--- src/sv/ctd_pkg.sv ---
// ----------------------------------------------------------------------------
// Chunked transfer decoder package
// Shared types and constants for the front end, command queue and back end.
// ----------------------------------------------------------------------------
`default_nettype none

package ctd_pkg;

  localparam int unsigned CFG_W = 24;
  localparam logic [CFG_W-1:0] MAX_CHUNK_RESET = 24'd10000000;

  // Wide enough for a held-line count at the largest line store size.
  localparam int unsigned LCNT_W = 9;

  localparam logic [7:0] CH_CR = 8'h0D;
  localparam logic [7:0] CH_LF = 8'h0A;

  localparam logic [1:0] ST_DECODE  = 2'd0;
  localparam logic [1:0] ST_TRAILER = 2'd1;
  localparam logic [1:0] ST_RAW     = 2'd2;

  typedef enum logic [2:0] {
    MODE_SKIP,
    MODE_PRE,
    MODE_DIGITS,
    MODE_EXT,
    MODE_DROP,
    MODE_DATA,
    MODE_TRAILER,
    MODE_RAW
  } mode_t;

  typedef enum logic [1:0] {
    BK_IDLE,
    BK_READ,
    BK_WAIT,
    BK_TAIL
  } bstate_t;

  typedef struct packed {
    logic              flush;
    logic [LCNT_W-1:0] flush_cnt;
    logic              tail;
    logic              tail_valid;
    logic [7:0]        tail_byte;
    logic [1:0]        tail_status;
    logic              last;
  } cmd_t;

endpackage

`default_nettype wire

--- src/sv/ctd_if.sv ---
// ----------------------------------------------------------------------------
// Chunked transfer decoder channels
// Valid/ready channels for body bytes in and decoded results out.
// ----------------------------------------------------------------------------
`default_nettype none

interface chunk_in_if;
  logic       valid;
  logic       ready;
  logic [7:0] in_byte;
  logic       in_last;

  modport source (output valid, output in_byte, output in_last, input ready);
  modport sink (input valid, input in_byte, input in_last, output ready);
endinterface

interface chunk_out_if;
  logic       valid;
  logic       ready;
  logic [7:0] out_byte;
  logic       out_valid;
  logic       out_last;
  logic [1:0] status;

  modport source (output valid, output out_byte, output out_valid, output out_last,
                  output status, input ready);
  modport sink (input valid, input out_byte, input out_valid, input out_last,
                input status, output ready);
endinterface

`default_nettype wire

--- src/sv/ctd_ram.sv ---
// ----------------------------------------------------------------------------
// Generic RAM
// One write port and one read port with a registered, enabled read.
// ----------------------------------------------------------------------------
`default_nettype none

module ctd_ram #(
  parameter int unsigned WIDTH = 8,
  parameter int unsigned DEPTH = 32
) (
  input  wire logic                     clk,
  input  wire logic                     wr_en,
  input  wire logic [$clog2(DEPTH)-1:0] wr_addr,
  input  wire logic [WIDTH-1:0]         wr_data,
  input  wire logic                     rd_en,
  input  wire logic [$clog2(DEPTH)-1:0] rd_addr,
  output      logic [WIDTH-1:0]         rd_data
);

  logic [WIDTH-1:0] mem [DEPTH];
  logic [WIDTH-1:0] rd_data_r;

  always_ff @(posedge clk) begin
    if (wr_en) begin
      mem[wr_addr] <= wr_data;
    end
    if (rd_en) begin
      rd_data_r <= mem[rd_addr];
    end
  end

  assign rd_data = rd_data_r;

endmodule

`default_nettype wire

--- src/sv/ctd_front.sv ---
// ----------------------------------------------------------------------------
// Chunked transfer decoder front end
// Parses size lines, tracks chunk data and issues output commands.
// ----------------------------------------------------------------------------
`default_nettype none

module ctd_front
  import ctd_pkg::*;
#(
  parameter int unsigned LINE_BYTES = 32,
  parameter int unsigned SIZE_BITS  = 24
) (
  input  wire logic                          clk,
  input  wire logic                          rst_n,
  chunk_in_if.sink                           in_ch,
  input  wire logic                          cfg_we,
  input  wire logic [CFG_W-1:0]              cfg_wdata,
  output      logic                          push,
  output      cmd_t                          cmd,
  input  wire logic                          q_full,
  input  wire logic                          flush_done,
  output      logic                          wr_en,
  output      logic [$clog2(LINE_BYTES)-1:0] wr_addr,
  output      logic [7:0]                    wr_data
);

  localparam int unsigned CNT_W = $clog2(LINE_BYTES + 1);
  localparam int unsigned AW    = $clog2(LINE_BYTES);
  localparam int unsigned CMP_W = (SIZE_BITS + 4 > CFG_W) ? SIZE_BITS + 4 : CFG_W;
  localparam logic [CNT_W-1:0] LINE_MAX = CNT_W'(LINE_BYTES);
  localparam logic [CMP_W-1:0] SIZE_CAP = CMP_W'((64'd1 << SIZE_BITS) - 64'd1);

  function automatic logic [4:0] hex_dec(input logic [7:0] b);
    logic [4:0] r;
    r = 5'd0;
    if (b inside {[8'h30:8'h39]}) begin
      r = {1'b1, 4'(b - 8'h30)};
    end else if (b inside {[8'h61:8'h66]}) begin
      r = {1'b1, 4'(b - 8'h57)};
    end else if (b inside {[8'h41:8'h46]}) begin
      r = {1'b1, 4'(b - 8'h37)};
    end
    return r;
  endfunction

  function automatic logic is_blank(input logic [7:0] b);
    return b inside {8'h20, 8'h09, 8'h0A, 8'h0B, 8'h0C};
  endfunction

  mode_t                mode_r, mode_nxt, lm;
  logic [SIZE_BITS-1:0] acc_r, acc_nxt;
  logic [SIZE_BITS-1:0] rem_r, rem_nxt;
  logic [1:0]           drop_r, drop_nxt, drop_dec;
  logic [CNT_W-1:0]     cnt_r, cnt_nxt, cnt_inc;
  logic [7:0]           prev1_r, prev1_nxt, prev2_r, prev2_nxt;
  logic [CFG_W-1:0]     max_r;
  logic                 blk_r, blk_nxt;
  logic                 accept;
  logic [7:0]           b;
  logic [4:0]           hx;
  logic [CMP_W-1:0]     val;
  logic                 over;
  logic                 x_prefix;
  logic                 raw_with_byte, raw_no_byte, line_flush;

  assign in_ch.ready = !q_full && !blk_r;
  assign accept      = in_ch.valid && in_ch.ready;
  assign b           = in_ch.in_byte;
  assign hx          = hex_dec(b);
  assign lm          = (mode_r == MODE_SKIP) ? MODE_PRE : mode_r;
  assign val         = (lm == MODE_PRE) ? CMP_W'(hx[3:0]) : CMP_W'({acc_r, hx[3:0]});
  assign over        = (val > CMP_W'(max_r)) || (val > SIZE_CAP);
  assign cnt_inc     = cnt_r + CNT_W'(1);
  assign drop_dec    = drop_r - {1'b0, |drop_r};
  assign x_prefix    = (b == 8'h78 || b == 8'h58) && (acc_r == '0) && (cnt_r != '0)
                       && (prev1_r == 8'h30)
                       && ((cnt_r == CNT_W'(1)) || is_blank(prev2_r));
  assign wr_addr     = cnt_r[AW-1:0];
  assign wr_data     = b;

  always_comb begin
    mode_nxt      = mode_r;
    acc_nxt       = acc_r;
    rem_nxt       = rem_r;
    drop_nxt      = drop_r;
    cnt_nxt       = cnt_r;
    prev1_nxt     = prev1_r;
    prev2_nxt     = prev2_r;
    cmd           = '0;
    wr_en         = 1'b0;
    raw_with_byte = 1'b0;
    raw_no_byte   = 1'b0;
    line_flush    = 1'b0;
    if (accept) begin
      case (mode_r)
        MODE_SKIP, MODE_PRE, MODE_DIGITS, MODE_EXT: begin
          if (!(mode_r == MODE_SKIP && (b == CH_CR || b == CH_LF))) begin
            mode_nxt = lm;
            if (b == CH_CR) begin
              if (lm == MODE_PRE) begin
                raw_with_byte = 1'b1;
              end else begin
                rem_nxt  = acc_r;
                drop_nxt = 2'd1;
                mode_nxt = MODE_DROP;
                cnt_nxt  = '0;
                acc_nxt  = '0;
              end
            end else if (cnt_r >= LINE_MAX) begin
              raw_with_byte = 1'b1;
            end else begin
              wr_en     = 1'b1;
              cnt_nxt   = cnt_inc;
              prev1_nxt = b;
              prev2_nxt = prev1_r;
              if (lm == MODE_PRE) begin
                if (!is_blank(b)) begin
                  if (!hx[4]) begin
                    raw_no_byte = 1'b1;
                  end else begin
                    acc_nxt  = val[SIZE_BITS-1:0];
                    mode_nxt = MODE_DIGITS;
                    raw_no_byte = over;
                  end
                end
              end else if (lm == MODE_DIGITS) begin
                if (hx[4]) begin
                  acc_nxt     = val[SIZE_BITS-1:0];
                  raw_no_byte = over;
                end else if (!x_prefix) begin
                  mode_nxt = MODE_EXT;
                end
              end
            end
          end
        end
        MODE_DROP: begin
          drop_nxt = drop_dec;
          if (drop_dec == 2'd0) begin
            mode_nxt = (rem_r != '0) ? MODE_DATA : MODE_TRAILER;
          end
        end
        MODE_DATA: begin
          if (rem_r != '0) begin
            cmd.tail        = 1'b1;
            cmd.tail_valid  = 1'b1;
            cmd.tail_byte   = b;
            cmd.tail_status = ST_DECODE;
            rem_nxt         = rem_r - SIZE_BITS'(1);
            if (rem_r == SIZE_BITS'(1)) begin
              drop_nxt = 2'd2;
            end
          end else begin
            drop_nxt = drop_dec;
            if (drop_dec == 2'd0) begin
              mode_nxt = MODE_SKIP;
              rem_nxt  = '0;
              drop_nxt = '0;
              cnt_nxt  = '0;
              acc_nxt  = '0;
            end
          end
        end
        MODE_TRAILER: begin
          cmd.tail        = 1'b1;
          cmd.tail_valid  = 1'b1;
          cmd.tail_byte   = b;
          cmd.tail_status = ST_TRAILER;
        end
        default: begin
          cmd.tail        = 1'b1;
          cmd.tail_valid  = 1'b1;
          cmd.tail_byte   = b;
          cmd.tail_status = ST_RAW;
        end
      endcase

      if (raw_with_byte || raw_no_byte) begin
        cmd.flush       = 1'b1;
        cmd.flush_cnt   = raw_with_byte ? LCNT_W'(cnt_r) : LCNT_W'(cnt_inc);
        cmd.tail        = raw_with_byte;
        cmd.tail_valid  = 1'b1;
        cmd.tail_byte   = b;
        cmd.tail_status = ST_RAW;
        mode_nxt        = MODE_RAW;
        cnt_nxt         = '0;
        acc_nxt         = '0;
      end

      if (in_ch.in_last) begin
        if (mode_nxt == MODE_PRE || mode_nxt == MODE_DIGITS || mode_nxt == MODE_EXT) begin
          line_flush    = 1'b1;
          cmd.flush     = 1'b1;
          cmd.flush_cnt = LCNT_W'(cnt_nxt);
        end
        if (!(cmd.tail || (cmd.flush && cmd.flush_cnt != '0))) begin
          cmd.tail        = 1'b1;
          cmd.tail_valid  = 1'b0;
          cmd.tail_byte   = 8'h00;
          cmd.tail_status = (mode_nxt == MODE_TRAILER) ? ST_TRAILER
                          : ((mode_nxt == MODE_RAW || line_flush) ? ST_RAW : ST_DECODE);
        end
        cmd.last = 1'b1;
        mode_nxt = MODE_SKIP;
        rem_nxt  = '0;
        drop_nxt = '0;
        cnt_nxt  = '0;
        acc_nxt  = '0;
      end
    end
  end

  assign push    = cmd.flush || cmd.tail;
  assign blk_nxt = (push && cmd.flush) ? 1'b1 : (flush_done ? 1'b0 : blk_r);

  always_ff @(posedge clk) begin
    if (!rst_n) begin
      mode_r <= MODE_SKIP;
      acc_r  <= '0;
      rem_r  <= '0;
      drop_r <= '0;
      cnt_r  <= '0;
      blk_r  <= 1'b0;
      max_r  <= MAX_CHUNK_RESET;
    end else begin
      mode_r <= mode_nxt;
      acc_r  <= acc_nxt;
      rem_r  <= rem_nxt;
      drop_r <= drop_nxt;
      cnt_r  <= cnt_nxt;
      blk_r  <= blk_nxt;
      if (cfg_we) begin
        max_r <= cfg_wdata;
      end
    end
  end

  always_ff @(posedge clk) begin
    prev1_r <= prev1_nxt;
    prev2_r <= prev2_nxt;
  end

endmodule

`default_nettype wire

--- src/sv/ctd_cmd_fifo.sv ---
// ----------------------------------------------------------------------------
// Chunked transfer decoder command queue
// Two-entry queue of output commands between the front and back ends.
// ----------------------------------------------------------------------------
`default_nettype none

module ctd_cmd_fifo
  import ctd_pkg::*;
(
  input  wire logic clk,
  input  wire logic rst_n,
  input  wire logic push,
  input  wire cmd_t push_cmd,
  output      logic full,
  input  wire logic pop,
  output      cmd_t head,
  output      logic head_vld
);

  cmd_t       ent_r [2];
  logic       wp_r, rp_r;
  logic [1:0] cnt_r;

  assign full     = (cnt_r == 2'd2);
  assign head_vld = (cnt_r != 2'd0);
  assign head     = ent_r[rp_r];

  always_ff @(posedge clk) begin
    if (!rst_n) begin
      wp_r  <= 1'b0;
      rp_r  <= 1'b0;
      cnt_r <= 2'd0;
    end else begin
      if (push) begin
        wp_r <= wp_r + 1'b1;
      end
      if (pop) begin
        rp_r <= rp_r + 1'b1;
      end
      cnt_r <= cnt_r + {1'b0, push} - {1'b0, pop};
    end
  end

  always_ff @(posedge clk) begin
    if (push) begin
      ent_r[wp_r] <= push_cmd;
    end
  end

endmodule

`default_nettype wire

--- src/sv/ctd_back.sv ---
// ----------------------------------------------------------------------------
// Chunked transfer decoder back end
// Carries out queued commands: replays held lines and drives the result register.
// ----------------------------------------------------------------------------
`default_nettype none

module ctd_back
  import ctd_pkg::*;
#(
  parameter int unsigned LINE_BYTES = 32
) (
  input  wire logic                          clk,
  input  wire logic                          rst_n,
  input  wire cmd_t                          head,
  input  wire logic                          head_vld,
  output      logic                          pop,
  output      logic                          flush_done,
  output      logic                          rd_en,
  output      logic [$clog2(LINE_BYTES)-1:0] rd_addr,
  input  wire logic [7:0]                    rd_data,
  chunk_out_if.source                        out_ch
);

  localparam int unsigned CNT_W = $clog2(LINE_BYTES + 1);
  localparam int unsigned AW    = $clog2(LINE_BYTES);

  bstate_t          st_r, st_nxt;
  logic [CNT_W-1:0] idx_r, idx_nxt, idx_inc;
  logic             last_idx;
  logic             load_ok, load;
  logic [7:0]       ld_byte;
  logic             ld_valid, ld_last;
  logic [1:0]       ld_st;
  logic             ov_r;
  logic [7:0]       ob_r;
  logic             ovl_r, olast_r;
  logic [1:0]       ost_r;

  assign idx_inc  = idx_r + CNT_W'(1);
  assign last_idx = (LCNT_W'(idx_inc) == head.flush_cnt);
  assign load_ok  = !ov_r || out_ch.ready;
  assign rd_addr  = idx_r[AW-1:0];

  always_comb begin
    st_nxt     = st_r;
    idx_nxt    = idx_r;
    pop        = 1'b0;
    flush_done = 1'b0;
    rd_en      = 1'b0;
    load       = 1'b0;
    ld_byte    = head.tail_byte;
    ld_valid   = head.tail_valid;
    ld_last    = head.last;
    ld_st      = head.tail_status;
    case (st_r)
      BK_IDLE: begin
        if (head_vld) begin
          if (head.flush) begin
            if (head.flush_cnt != '0) begin
              idx_nxt = '0;
              st_nxt  = BK_READ;
            end else begin
              flush_done = 1'b1;
              st_nxt     = BK_TAIL;
            end
          end else if (load_ok) begin
            load = 1'b1;
            pop  = 1'b1;
          end
        end
      end
      BK_READ: begin
        rd_en  = 1'b1;
        st_nxt = BK_WAIT;
      end
      BK_WAIT: begin
        if (load_ok) begin
          load     = 1'b1;
          ld_byte  = rd_data;
          ld_valid = 1'b1;
          ld_st    = ST_RAW;
          ld_last  = head.last && !head.tail && last_idx;
          idx_nxt  = idx_inc;
          if (last_idx) begin
            flush_done = 1'b1;
            st_nxt     = BK_TAIL;
          end else begin
            st_nxt = BK_READ;
          end
        end
      end
      BK_TAIL: begin
        if (!head.tail) begin
          pop    = 1'b1;
          st_nxt = BK_IDLE;
        end else if (load_ok) begin
          load   = 1'b1;
          pop    = 1'b1;
          st_nxt = BK_IDLE;
        end
      end
      default: begin
        st_nxt = BK_IDLE;
      end
    endcase
  end

  always_ff @(posedge clk) begin
    if (!rst_n) begin
      st_r  <= BK_IDLE;
      idx_r <= '0;
      ov_r  <= 1'b0;
    end else begin
      st_r  <= st_nxt;
      idx_r <= idx_nxt;
      if (load) begin
        ov_r <= 1'b1;
      end else if (out_ch.ready) begin
        ov_r <= 1'b0;
      end
    end
  end

  always_ff @(posedge clk) begin
    if (load) begin
      ob_r    <= ld_byte;
      ovl_r   <= ld_valid;
      olast_r <= ld_last;
      ost_r   <= ld_st;
    end
  end

  assign out_ch.valid     = ov_r;
  assign out_ch.out_byte  = ob_r;
  assign out_ch.out_valid = ovl_r;
  assign out_ch.out_last  = olast_r;
  assign out_ch.status    = ost_r;

endmodule

`default_nettype wire

--- src/sv/chunked_transfer_decoder_core.sv ---
// ----------------------------------------------------------------------------
// Chunked transfer decoder
// Strips chunked framing from a byte stream, falling back to raw passthrough.
// ----------------------------------------------------------------------------
//  Channel  Direction  Payload                                   Handshake
//  in_ch    in         in_byte[7:0], in_last                     valid/ready
//  out_ch   out        out_byte[7:0], out_valid, out_last,       valid/ready
//                      status[1:0]
//  cfg      in         cfg_wdata[23:0] (largest chunk size)      cfg_we strobe
//
//  Data and passthrough bytes stream at one per cycle unless the output stalls or
//  a held size line is replayed. Replay uses a read and a wait state per held
//  byte, reading the line store one entry at a time; input is held off meanwhile.
//  Reset is synchronous; the line store is not cleared and needs no sweep.
//  A stalled result register back-pressures the two-entry command queue.
// ----------------------------------------------------------------------------
`default_nettype none

module chunked_transfer_decoder_core
  import ctd_pkg::*;
#(
  parameter int unsigned LINE_BYTES = 32,
  parameter int unsigned SIZE_BITS  = 24
) (
  input  wire logic             clk,
  input  wire logic             rst_n,
  chunk_in_if.sink              in_ch,
  chunk_out_if.source           out_ch,
  input  wire logic             cfg_we,
  input  wire logic [CFG_W-1:0] cfg_wdata
);

  localparam int unsigned AW = $clog2(LINE_BYTES);

  logic          push, q_full, pop, head_vld, flush_done;
  cmd_t          push_cmd, head;
  logic          wr_en, rd_en;
  logic [AW-1:0] wr_addr, rd_addr;
  logic [7:0]    wr_data, rd_data;

  ctd_front #(
    .LINE_BYTES (LINE_BYTES),
    .SIZE_BITS  (SIZE_BITS)
  ) u_front (
    .clk        (clk),
    .rst_n      (rst_n),
    .in_ch      (in_ch),
    .cfg_we     (cfg_we),
    .cfg_wdata  (cfg_wdata),
    .push       (push),
    .cmd        (push_cmd),
    .q_full     (q_full),
    .flush_done (flush_done),
    .wr_en      (wr_en),
    .wr_addr    (wr_addr),
    .wr_data    (wr_data)
  );

  ctd_cmd_fifo u_fifo (
    .clk      (clk),
    .rst_n    (rst_n),
    .push     (push),
    .push_cmd (push_cmd),
    .full     (q_full),
    .pop      (pop),
    .head     (head),
    .head_vld (head_vld)
  );

  ctd_ram #(
    .WIDTH (8),
    .DEPTH (LINE_BYTES)
  ) u_line_ram (
    .clk     (clk),
    .wr_en   (wr_en),
    .wr_addr (wr_addr),
    .wr_data (wr_data),
    .rd_en   (rd_en),
    .rd_addr (rd_addr),
    .rd_data (rd_data)
  );

  ctd_back #(
    .LINE_BYTES (LINE_BYTES)
  ) u_back (
    .clk        (clk),
    .rst_n      (rst_n),
    .head       (head),
    .head_vld   (head_vld),
    .pop        (pop),
    .flush_done (flush_done),
    .rd_en      (rd_en),
    .rd_addr    (rd_addr),
    .rd_data    (rd_data),
    .out_ch     (out_ch)
  );

endmodule

`default_nettype wire

--- src/flat_wrapper.sv ---
// flat-port wrapper written by rule: the top's interface ports become plain ports
module chunked_transfer_decoder_core_flat import ctd_pkg::*;
#(
  parameter int unsigned LINE_BYTES = 32,
  parameter int unsigned SIZE_BITS  = 24
)
  (clk, rst_n, cfg_we, cfg_wdata, in_ch_valid, in_ch_in_byte, in_ch_in_last, in_ch_ready, out_ch_valid, out_ch_out_byte, out_ch_out_valid, out_ch_out_last, out_ch_status, out_ch_ready);
  chunk_in_if in_ch_i ();
  chunk_out_if out_ch_i ();
  input  wire logic clk;
  input  wire logic rst_n;
  input  wire logic cfg_we;
  input  wire logic [CFG_W-1:0] cfg_wdata;
  input wire logic [$bits(in_ch_i.valid)-1:0] in_ch_valid;
  input wire logic [$bits(in_ch_i.in_byte)-1:0] in_ch_in_byte;
  input wire logic [$bits(in_ch_i.in_last)-1:0] in_ch_in_last;
  output wire logic [$bits(in_ch_i.ready)-1:0] in_ch_ready;
  output wire logic [$bits(out_ch_i.valid)-1:0] out_ch_valid;
  output wire logic [$bits(out_ch_i.out_byte)-1:0] out_ch_out_byte;
  output wire logic [$bits(out_ch_i.out_valid)-1:0] out_ch_out_valid;
  output wire logic [$bits(out_ch_i.out_last)-1:0] out_ch_out_last;
  output wire logic [$bits(out_ch_i.status)-1:0] out_ch_status;
  input wire logic [$bits(out_ch_i.ready)-1:0] out_ch_ready;
  assign in_ch_i.valid = in_ch_valid;
  assign in_ch_i.in_byte = in_ch_in_byte;
  assign in_ch_i.in_last = in_ch_in_last;
  assign in_ch_ready = in_ch_i.ready;
  assign out_ch_valid = out_ch_i.valid;
  assign out_ch_out_byte = out_ch_i.out_byte;
  assign out_ch_out_valid = out_ch_i.out_valid;
  assign out_ch_out_last = out_ch_i.out_last;
  assign out_ch_status = out_ch_i.status;
  assign out_ch_i.ready = out_ch_ready;
  chunked_transfer_decoder_core #(.LINE_BYTES(LINE_BYTES), .SIZE_BITS(SIZE_BITS)) u_core (.clk(clk), .rst_n(rst_n), .in_ch(in_ch_i), .out_ch(out_ch_i), .cfg_we(cfg_we), .cfg_wdata(cfg_wdata));
endmodule
--- config.mk ---
export PLATFORM = sky130hd
export DESIGN_NAME = chunked_transfer_decoder_core_flat
export DESIGN_NICKNAME = d
export VERILOG_FILES = /design/src/sv/ctd_pkg.sv /design/src/sv/ctd_if.sv /design/src/sv/ctd_ram.sv /design/src/sv/ctd_front.sv /design/src/sv/ctd_cmd_fifo.sv /design/src/sv/ctd_back.sv /design/src/sv/chunked_transfer_decoder_core.sv /design/src/flat_wrapper.sv
export SDC_FILE = /design/constraint.sdc
export NUM_CORES = 1
export LEC_CHECK = 0
export BUFFER_PORTS_ARGS = -buffer_cell sky130_fd_sc_hd__clkbuf_2
export CAP_MARGIN = 30
export CORE_MARGIN = 1
export CORE_UTILIZATION = 67
export CTS_CLUSTER_DIAMETER = 100
export CTS_CLUSTER_SIZE = 10
export DETAILED_ROUTE_END_ITERATION = 8
export PLACE_DENSITY = 0.91
export SETUP_SLACK_MARGIN = 0.1
export SYNTH_ARGS = -nofsm -noshare
export SYNTH_HDL_FRONTEND = slang
export SYNTH_HIERARCHICAL = 1
export SYNTH_SLANG_ARGS = --single-unit
--- constraint.sdc ---
create_clock -name clk -period 7.5 [get_ports clk]
set_input_delay 0.375 -clock clk [delete_from_list [all_inputs] [get_ports clk]]
set_output_delay 0.375 -clock clk [all_outputs]
set_load 0.02 [all_outputs]
==> results.cfg, run 1 <==
[critical_path]
worstReg2RegStart = u_core/u_front/mode_r[2]$_SDFFE_PN0P_
number_of_cells_on_the_worst_reg_to_reg_path = 14
setup.reg_to_reg.worst_slack_ns = 2.44
startpoint = in_ch_in_byte[1]
critical_path.endpoint_type = flop
timing.critical_path.from_type = primary input
crit_chain = clkbuf_2 -> inv_1 -> ha_1 -> o21bai_1 -> a2111oi_0 -> o21ai_0 -> o21ai_0 -> ha_1 -> o211a_1 -> o211ai_1 -> and4b_1 -> o21a_1 -> o21ai_0 -> o221ai_1 -> a31oi_1 -> and2_1 -> buf_8
worst_path_largest_cell_delay_ns = 0.85
slowest_cell_on_the_critical_path = sky130_fd_sc_hd__a2111oi_0
timing.critical_path.mode_cell = sky130_fd_sc_hd__o21ai_0
type_of_the_worst_setup_path = primary input to flop
worst-path-max-fanout = 38
worst_ep_required_time_ns = 7.76
crit_arrival_ns = 5.54
rr_endpoint = u_core/u_fifo/ent_r[1][4]$_DFFE_PP_

[clocking]
worst_setup_hold_path_clk_slew_ns = 0.05
cts-htree-levels = 2
postCtsSetupBuffers = 0
total_of_cells_resized_after_clock_tree_synthesis = 0
ctsRootBufferMaster = sky130_fd_sc_hd__clkbuf_16
postCtsHoldBufs = 0
clock_insertion_delay_worst_skew_ns = 0.58
cts_tree = yes
max-clock-path-buffers = 3
cts_inserted_buffers = 49
clock-sinks = 436

[route]
drc_markers = 0
totalWireLength_mm = 47.26
routed-via-count = 13020
antenna_violating_nets_post_route = 0
router_iterations_before_antenna_repair = 8
detailedRoute.firstIterationViolations = 1689
post_drt_wl_per_cell_um = 25.05
vias_per_cell = 6.899

[sta]
clock_skew_ns = 0.03079
finalSetupTns_ns = 0
tightest_pin_transition_ns = 1.023
setup_violations = 0
rsz0062_at_grt = no
final-hold-violation-count = 0
min_period_ns = 5.284
relSlewSlack_pct = 31.53
finalCritPeriodShare_pct = 70.45
max_freq_mhz = 189.3
maxSlewViolCount = 0

[floorplan]
number_of_top_level_design_ports = 52
die_y_um = 174.6
design.die.area_mm2 = 0.03050
core_area_mm2 = 0.02901
initial_core_util_pct = 68.82
die_w_um = 174.6
fp-row-count = 62

[placed_design]
numPlacedInstances = 1807
io_buffers = 51
detailed_place_hpwl_mm = 29.35
placedInstanceArea_mm2 = 0.02035
finalWeightedCongestion = 0.9920

[layout]
fin_nets = 1557
antenna_cells_inserted = 0
final-instance-count-excl-fill = 1887
final_common_cell = sky130_fd_sc_hd__edfxtp_1
post-route-cell-area_mm2 = 0.02182
layout.cells.most_common_list = sky130_fd_sc_hd__edfxtp_1, sky130_fd_sc_hd__nor2_1, sky130_fd_sc_hd__dfxtp_1, sky130_fd_sc_hd__nand2_1, sky130_fd_sc_hd__mux4_2
drive_above_1_share_pct = 18.30
synthToLayoutAreaGrowth_pct = 9.299

[logic_synthesis]
seq_area_frac_synth_pct = 60.66
synth-seq-cells = 436
synth_edf_count = 338
synth-warning-count = 6
cell_count_after_synthesis = 1451
synth-main-ff-cell = sky130_fd_sc_hd__edfxtp_1
synthesis.area_mm2 = 0.01997
postSynthAreaPerCell_um2 = 13.76
yosys.cell_types.count = 91
async_set_or_reset_flop_fraction_in_the_synthesized_netlist_pct = 0

[worst_hold_path]
holdCritStartpoint = cfg_wdata[23]
min_path_type = primary input to flop
min_delay_worst_endpoint = u_core/u_front/max_r[23]$_SDFFE_PN1P_
hold_path_depth = 3

[global_route]
grt_pass1_vias = 12850
largest_net_degree_at_the_start_of_global_routing = 64
grt_antenna_before_repair = 0
grt_first_pass_wirelength_mm = 73.26
track_usage_pct = 31.62
grt_remaining_overflow = 0

[power]
cellLeakagePower_nw = 7.305
worst_ir_drop_vdd_mv = 0.1834
power.density_cell_area_mw_per_mm2 = 261.1

[run]
timing.max_cap.violations = 0

[outcome]
run_status = finished, final reports clean
==> synthesized netlist by cell type (all sizes together) (13+ instances only) <==
cell      n  area share (%)
edfxtp  338              51
nor2    134             2.5
dfxtp    98             9.8
nand2    83             1.6
mux4     80             9.0
clkbuf   49            0.92
a21oi    47             1.2
inv      47            0.88
buf      46             1.7
ha       41             2.6
mux2     41             2.3
o21ai    38            0.97
nor3     29            0.81
mux2i    28             1.4
nor2b    28            0.88
nand3    27            0.74
nor4     23            0.86
a32o     21             1.1
and2     17            0.53
o211ai   16            0.60
nand3b   14            0.53
a31oi    13            0.41
nand4    13            0.41
==> through the flow <==
stage	hold WS [ns]	power (mW)	setup slack (ns)	utilization (%)
after global placement	0.4293	3.509	1.770	69.90
after CTS	0.03248	5.697	2.045	75.03
final	0.03265	5.698	2.216	75.22
after global routing	0.04981	5.883	1.914	75.22
after floorplan	0.4176	3.356	2.570	-
after detailed placement	0.4336	3.552	1.498	70.15
==> worst max path at each step <==
stage	end	slack, ns	cells after the start
floorplan	u_core/u_fifo/ent_r[0][0]$_DFFE_PP_	2.57	15
global placement	u_core/u_fifo/ent_r[0][10]$_DFFE_PP_	1.77	17
detailed placement	u_core/u_fifo/ent_r[1][10]$_DFFE_PP_	1.50	16
CTS	u_core/u_fifo/ent_r[1][7]$_DFFE_PP_	2.05	16
global route	u_core/u_fifo/ent_r[1][4]$_DFFE_PP_	1.91	17
finish	u_core/u_fifo/ent_r[1][4]$_DFFE_PP_	2.22	17
==> cells by family after synthesis <==
family          count (synthesis)  share of synthesized area (%)
compound gates                232                          8.422
flops                         436                          60.66
xor+xnor                       21                         0.9900
fa+ha+maj                      41                          2.569
buf+inv                       143                          3.490
simple gates                  428                          11.12
other cells                     1                        0.01878
mux                           149                          12.74
==> critical path, delay by kind of cell <==
family / cells / cell delay (ns)
buffers and inverters: 3 / 0.95
AOI/OAI and AO/OA: 10 / 2.89
adders and majority gates: 2 / 0.51
and+or+nand+nor: 2 / 0.77
==> state kept, by name, summed over array words and instances (netlist names), 24 cells and up, named ones only <==
signal and count:
u_core/u_fifo/ent_r 46, u_core/u_front/rem_r 24, u_core/u_front/max_r 24, u_core/u_line_ram/mem 256
u_core/u_front/acc_r 24
==> power breakdown <==
group	leakage, nW	switching [mW]	internal, mW
Combinational	2.76	0.451	0.286
Sequential	3.87	0.0572	2.74
Clock	0.676	0.930	1.23
==> layer usage <==
metal  routed length (um)  track usage, %  vias to the layer above
met4                 1585           10.65                        0
met2                23800           53.70                      793
met1                17990           42.41                     6440
met3                 3879           4.352                      139
met5                    0               0                        -
li1                     -               -                     5647
==> layout make-up <==
| cell class | instances | area, um2 |
|---|---|---|
| clock buffer | 73 | 1338 |
| clock inverter | 3 | 80.08 |
| tap | 384 | 480.5 |
| fill | 1680 | 7188 |
| inverter | 48 | 180.2 |
| multi-input combinational | 874 | 7173 |
| sequential | 436 | 12120 |
| timing repair buffer | 69 | 456.7 |
No activity file was read; power rests on OpenSTA's default activity.
==> inputs of run 2 (changes only) <==
--- a/config.mk
+++ b/config.mk
@@ -5,14 +5,15 @@
 export SDC_FILE = /design/constraint.sdc
 export NUM_CORES = 1
 export LEC_CHECK = 0
+export ABC_AREA = 1
 export BUFFER_PORTS_ARGS = -buffer_cell sky130_fd_sc_hd__clkbuf_2
 export CAP_MARGIN = 30
 export CORE_MARGIN = 1
-export CORE_UTILIZATION = 67
+export CORE_UTILIZATION = 57
 export CTS_CLUSTER_DIAMETER = 100
 export CTS_CLUSTER_SIZE = 10
 export DETAILED_ROUTE_END_ITERATION = 8
-export PLACE_DENSITY = 0.91
+export PLACE_DENSITY = 0.83
 export SETUP_SLACK_MARGIN = 0.1
 export SYNTH_ARGS = -nofsm -noshare
 export SYNTH_HDL_FRONTEND = slang
==> constraint.sdc (replaced) <==
create_clock -name clk -period 4.5 [get_ports clk]
set_input_delay 0.225 -clock clk [delete_from_list [all_inputs] [get_ports clk]]
set_output_delay 0.225 -clock clk [all_outputs]
set_load 0.02 [all_outputs]
==> results.cfg, run 2 <==
[critical_path]
critical_path.n_buffers_inverters = 5
type_of_the_worst_setup_path = flop to flop
timing.critical_path.mode_cell = sky130_fd_sc_hd__nand2_1
crit_chain = inv_2 -> a21oi_4 -> nand2_1 -> inv_1 -> buf_4 -> nor2_1 -> ha_1 -> nand4_1 -> nor3_2 -> nand3_1 -> nand2_1 -> nand2_1 -> nand2_2 -> nand2_4 -> nor2_4 -> nand2_1 -> nand3_1 -> nand2_1 -> nor2_4 -> nand3_1 -> nand3_1 -> nand2_1 -> inv_1 -> buf_6
worst_path_largest_cell_delay_ns = 0.43
timing.critical_path.from_type = flop
worst-path-max-fanout = 23
worst_ep_required_time_ns = 4.75
slowest_cell_on_the_critical_path = sky130_fd_sc_hd__dfxtp_1
crit_arrival_ns = 4.24
critical_path.endpoint_type = flop
timing.critical_path.max_delay_family = simple AND/OR/NAND/NOR gates

[logic_synthesis]
yosys.cell_types.count = 55
synth-warning-count = 6
synth-main-ff-cell = sky130_fd_sc_hd__edfxtp_1
synthesis.area_mm2 = 0.02092
synth.top_cell.area_share_pct = 48.52
async_set_or_reset_flop_fraction_in_the_synthesized_netlist_pct = 0
cell_count_after_synthesis = 2223
synth_edf_count = 338
postSynthAreaPerCell_um2 = 9.410
synth_top_cell_by_area = sky130_fd_sc_hd__edfxtp_1
synth-seq-cells = 436
synth.area.top_cells = sky130_fd_sc_hd__edfxtp_1, sky130_fd_sc_hd__nand2_1, sky130_fd_sc_hd__dfxtp_1
ranking_of_synthesized_cells_by_instance_count = sky130_fd_sc_hd__nand2_1, sky130_fd_sc_hd__edfxtp_1, sky130_fd_sc_hd__nand3_1
synth_most_common_cell = sky130_fd_sc_hd__nand2_1
seq_area_frac_synth_pct = 57.90

[clocking]
clock_insertion_delay_worst_skew_ns = 0.58
clock-sinks = 436
cts-htree-levels = 2
worst_setup_hold_path_clk_slew_ns = 0.07
postCtsSetupBuffers = 0
cts_tree = yes
cts_inserted_buffers = 49
max-clock-path-buffers = 3
ctsRootBufferMaster = sky130_fd_sc_hd__clkbuf_16

[layout]
registers_with_the_most_flip_flops = u_core/u_line_ram/mem x256, u_core/u_fifo/ent_r x46
antenna_cells_inserted = 0
final_common_cell = sky130_fd_sc_hd__nand2_1
flip_flop_count_of_the_largest_register_after_layout = 256
drive_above_1_share_pct = 9.865
layout.cells.most_common_list = sky130_fd_sc_hd__nand2_1, sky130_fd_sc_hd__edfxtp_1, sky130_fd_sc_hd__nand3_1, sky130_fd_sc_hd__nor2_1, sky130_fd_sc_hd__inv_1
regMostFlops = u_core/u_line_ram/mem
num-fill-cells = 2691
fin_nets = 2346
synthToLayoutAreaGrowth_pct = 9.529

[power]
pwr-share-seq_pct = 44.8
totalPowerFinal_mw = 11.02
internal_power_mw = 7.601
net-switching-power_mw = 3.414
worst_ir_drop_vdd_mv = 0.3075
cellLeakagePower_nw = 9.043
power.share.switching_pct = 31.00
power.density_cell_area_mw_per_mm2 = 480.8
power_frac_clock_pct = 32.0
power_frac_comb_pct = 23.2

[sta]
maxSlewViolCount = 0
clock_skew_ns = 0.02183
finalSetupTns_ns = 0
finalCritPeriodShare_pct = 88.61
setup_violations = 0
relSlewSlack_pct = 33.22
max_freq_mhz = 250.8
final-hold-violation-count = 0
rsz0062_at_grt = no
tightest_pin_transition_ns = 0.9980
min_period_ns = 3.987
post_layout_worst_setup_margin_ns = 0.5128

[route]
antenna_violating_nets_post_route = 0
totalWireLength_mm = 50.26
vias_per_cell = 5.819
drc_markers = 0
detailedRoute.firstIterationViolations = 1993
router_iterations_before_antenna_repair = 6
post_drt_wl_per_cell_um = 18.26
routed-via-count = 16010

[floorplan]
initial_core_util_pct = 58.38
core_area_mm2 = 0.03583
fp-row-count = 69
die_w_um = 193.6
die_y_um = 193.6
number_of_top_level_design_ports = 52
design.die.area_mm2 = 0.03747

[global_route]
globalRouteMet2Util_pct = 44.36
busiest_layer = met2
track_usage_pct = 26.57
met3_usage_pct = 4.533
grt_pass1_vias = 15440
met1_usage_pct = 34.77
grt_first_pass_wirelength_mm = 79.38
largest_net_degree_at_the_start_of_global_routing = 82
grt_remaining_overflow = 0
grt_antenna_before_repair = 1

[outcome]
run_status = finished, final reports clean

[run]
timing.max_cap.violations = 0

[placed_design]
dpl_worst_slack_ns = 0.2619
io_buffers = 51
finalWeightedCongestion = 0.9264
detailed_place_hpwl_mm = 31.34

[worst_hold_path]
min_path_type = primary input to flop
[run 2: cell types whose count changed after synthesis, moves of 21 or more]
cell / before / now
sky130_fd_sc_hd__a21oi_1: 47 / 111
sky130_fd_sc_hd__buf_2: 5 / 26
sky130_fd_sc_hd__inv_1: 46 / 174
sky130_fd_sc_hd__mux2i_1: 28 / 0
sky130_fd_sc_hd__mux4_2: 80 / 0
sky130_fd_sc_hd__nand2_1: 83 / 597
sky130_fd_sc_hd__nand3_1: 26 / 263
sky130_fd_sc_hd__nor2_1: 134 / 191
sky130_fd_sc_hd__nor2b_1: 28 / 0
sky130_fd_sc_hd__o21ai_0: 34 / 74
[run 2: timing repair]
| item | 4_1_cts | 5_1_grt |
|---|---|---|
| hold buffers | 25 | 0 |
| endpoints found under the hold margin | 25 | 0 |
| endpoints found under the setup margin | 0 | 23 |
| gates resized for setup | 0 | 3 |
[run 2: through the flow]
stage	hold WS (ns)	instances	cell area, um2	util [%]
after global placement	0.4301	2650	21230	59.25
final	0.1067	2752	22910	63.95
after floorplan	0.3185	2225	20930	-
after CTS	0.05236	2752	22890	63.90
after detailed placement	0.4452	2652	21260	59.34
after global routing	0.1127	2752	22910	63.95
[run 2: cell families after synthesis]
| logic type | count (synthesis) | share of synthesized area (%) |
|---|---|---|
| and+or+nand+nor | 1147 | 23.71 |
| adders and majority gates | 41 | 2.452 |
| muxes | 23 | 1.238 |
| AOI/OAI and AO/OA | 245 | 6.646 |
| xor gates and xnor gates | 20 | 0.8374 |
| DFF | 436 | 57.90 |
| buffers and inverters | 310 | 7.202 |
| other | 1 | 0.01793 |
[run 2: power by group through the flow]
stage | logic [mW] | registers (mW) | clock network [mW]
2_1_floorplan | 1.88 | 5.02 | 0
3_3_place_gp | 2.38 | 4.99 | 0
3_5_place_dp | 2.46 | 5.01 | 0
4_1_cts | 2.51 | 4.94 | 3.57
5_1_grt | 2.81 | 4.97 | 3.74
6_report | 2.56 | 4.94 | 3.52
[run 2: routing by layer]
metal | share of wire (%) | vias to the layer above
met1 | 39 | 7454
met4 | 2.8 | 0
met3 | 9.4 | 121
met2 | 49 | 865
met5 | 0 | -
li1 | - | 7574
[run 2: path summary, 6_finish.rpt]
check	start	to	slack, ns	cells past startpoint
max	u_core/u_front/mode_r[0]$_SDFFE_PN0P_	u_core/u_fifo/ent_r[1][7]$_DFFE_PP_	0.51	24
min reg2reg	u_core/u_front/prev1_r[6]$_DFFE_PP_	u_core/u_front/prev2_r[6]$_DFFE_PP_	0.45	0
min	cfg_we	u_core/u_front/max_r[7]$_SDFFE_PN1P_	0.11	2
max reg2reg	u_core/u_front/mode_r[0]$_SDFFE_PN0P_	u_core/u_fifo/ent_r[1][7]$_DFFE_PP_	0.51	24
[run 2: final cells by class]
type,instances,area [um2],share of cell area [%]
clock buffers,73,1338,5.838
multi-input cells,1479,7323,31.96
well taps,461,576.8,2.518
repair buffers,108,778.2,3.397
clock inverters,2,46.29,0.2021
inverters,193,732.0,3.195
flip-flops and latches,436,12120,52.89
[run 2: worst register-to-register path, delay by kind of cell (launching register included)]
kind,cells,cell delay (ns)
compound gates,1,0.16
flops,1,0.43
simple gates,17,2.04
buf+inv,5,0.72
fa+ha+maj,1,0.31
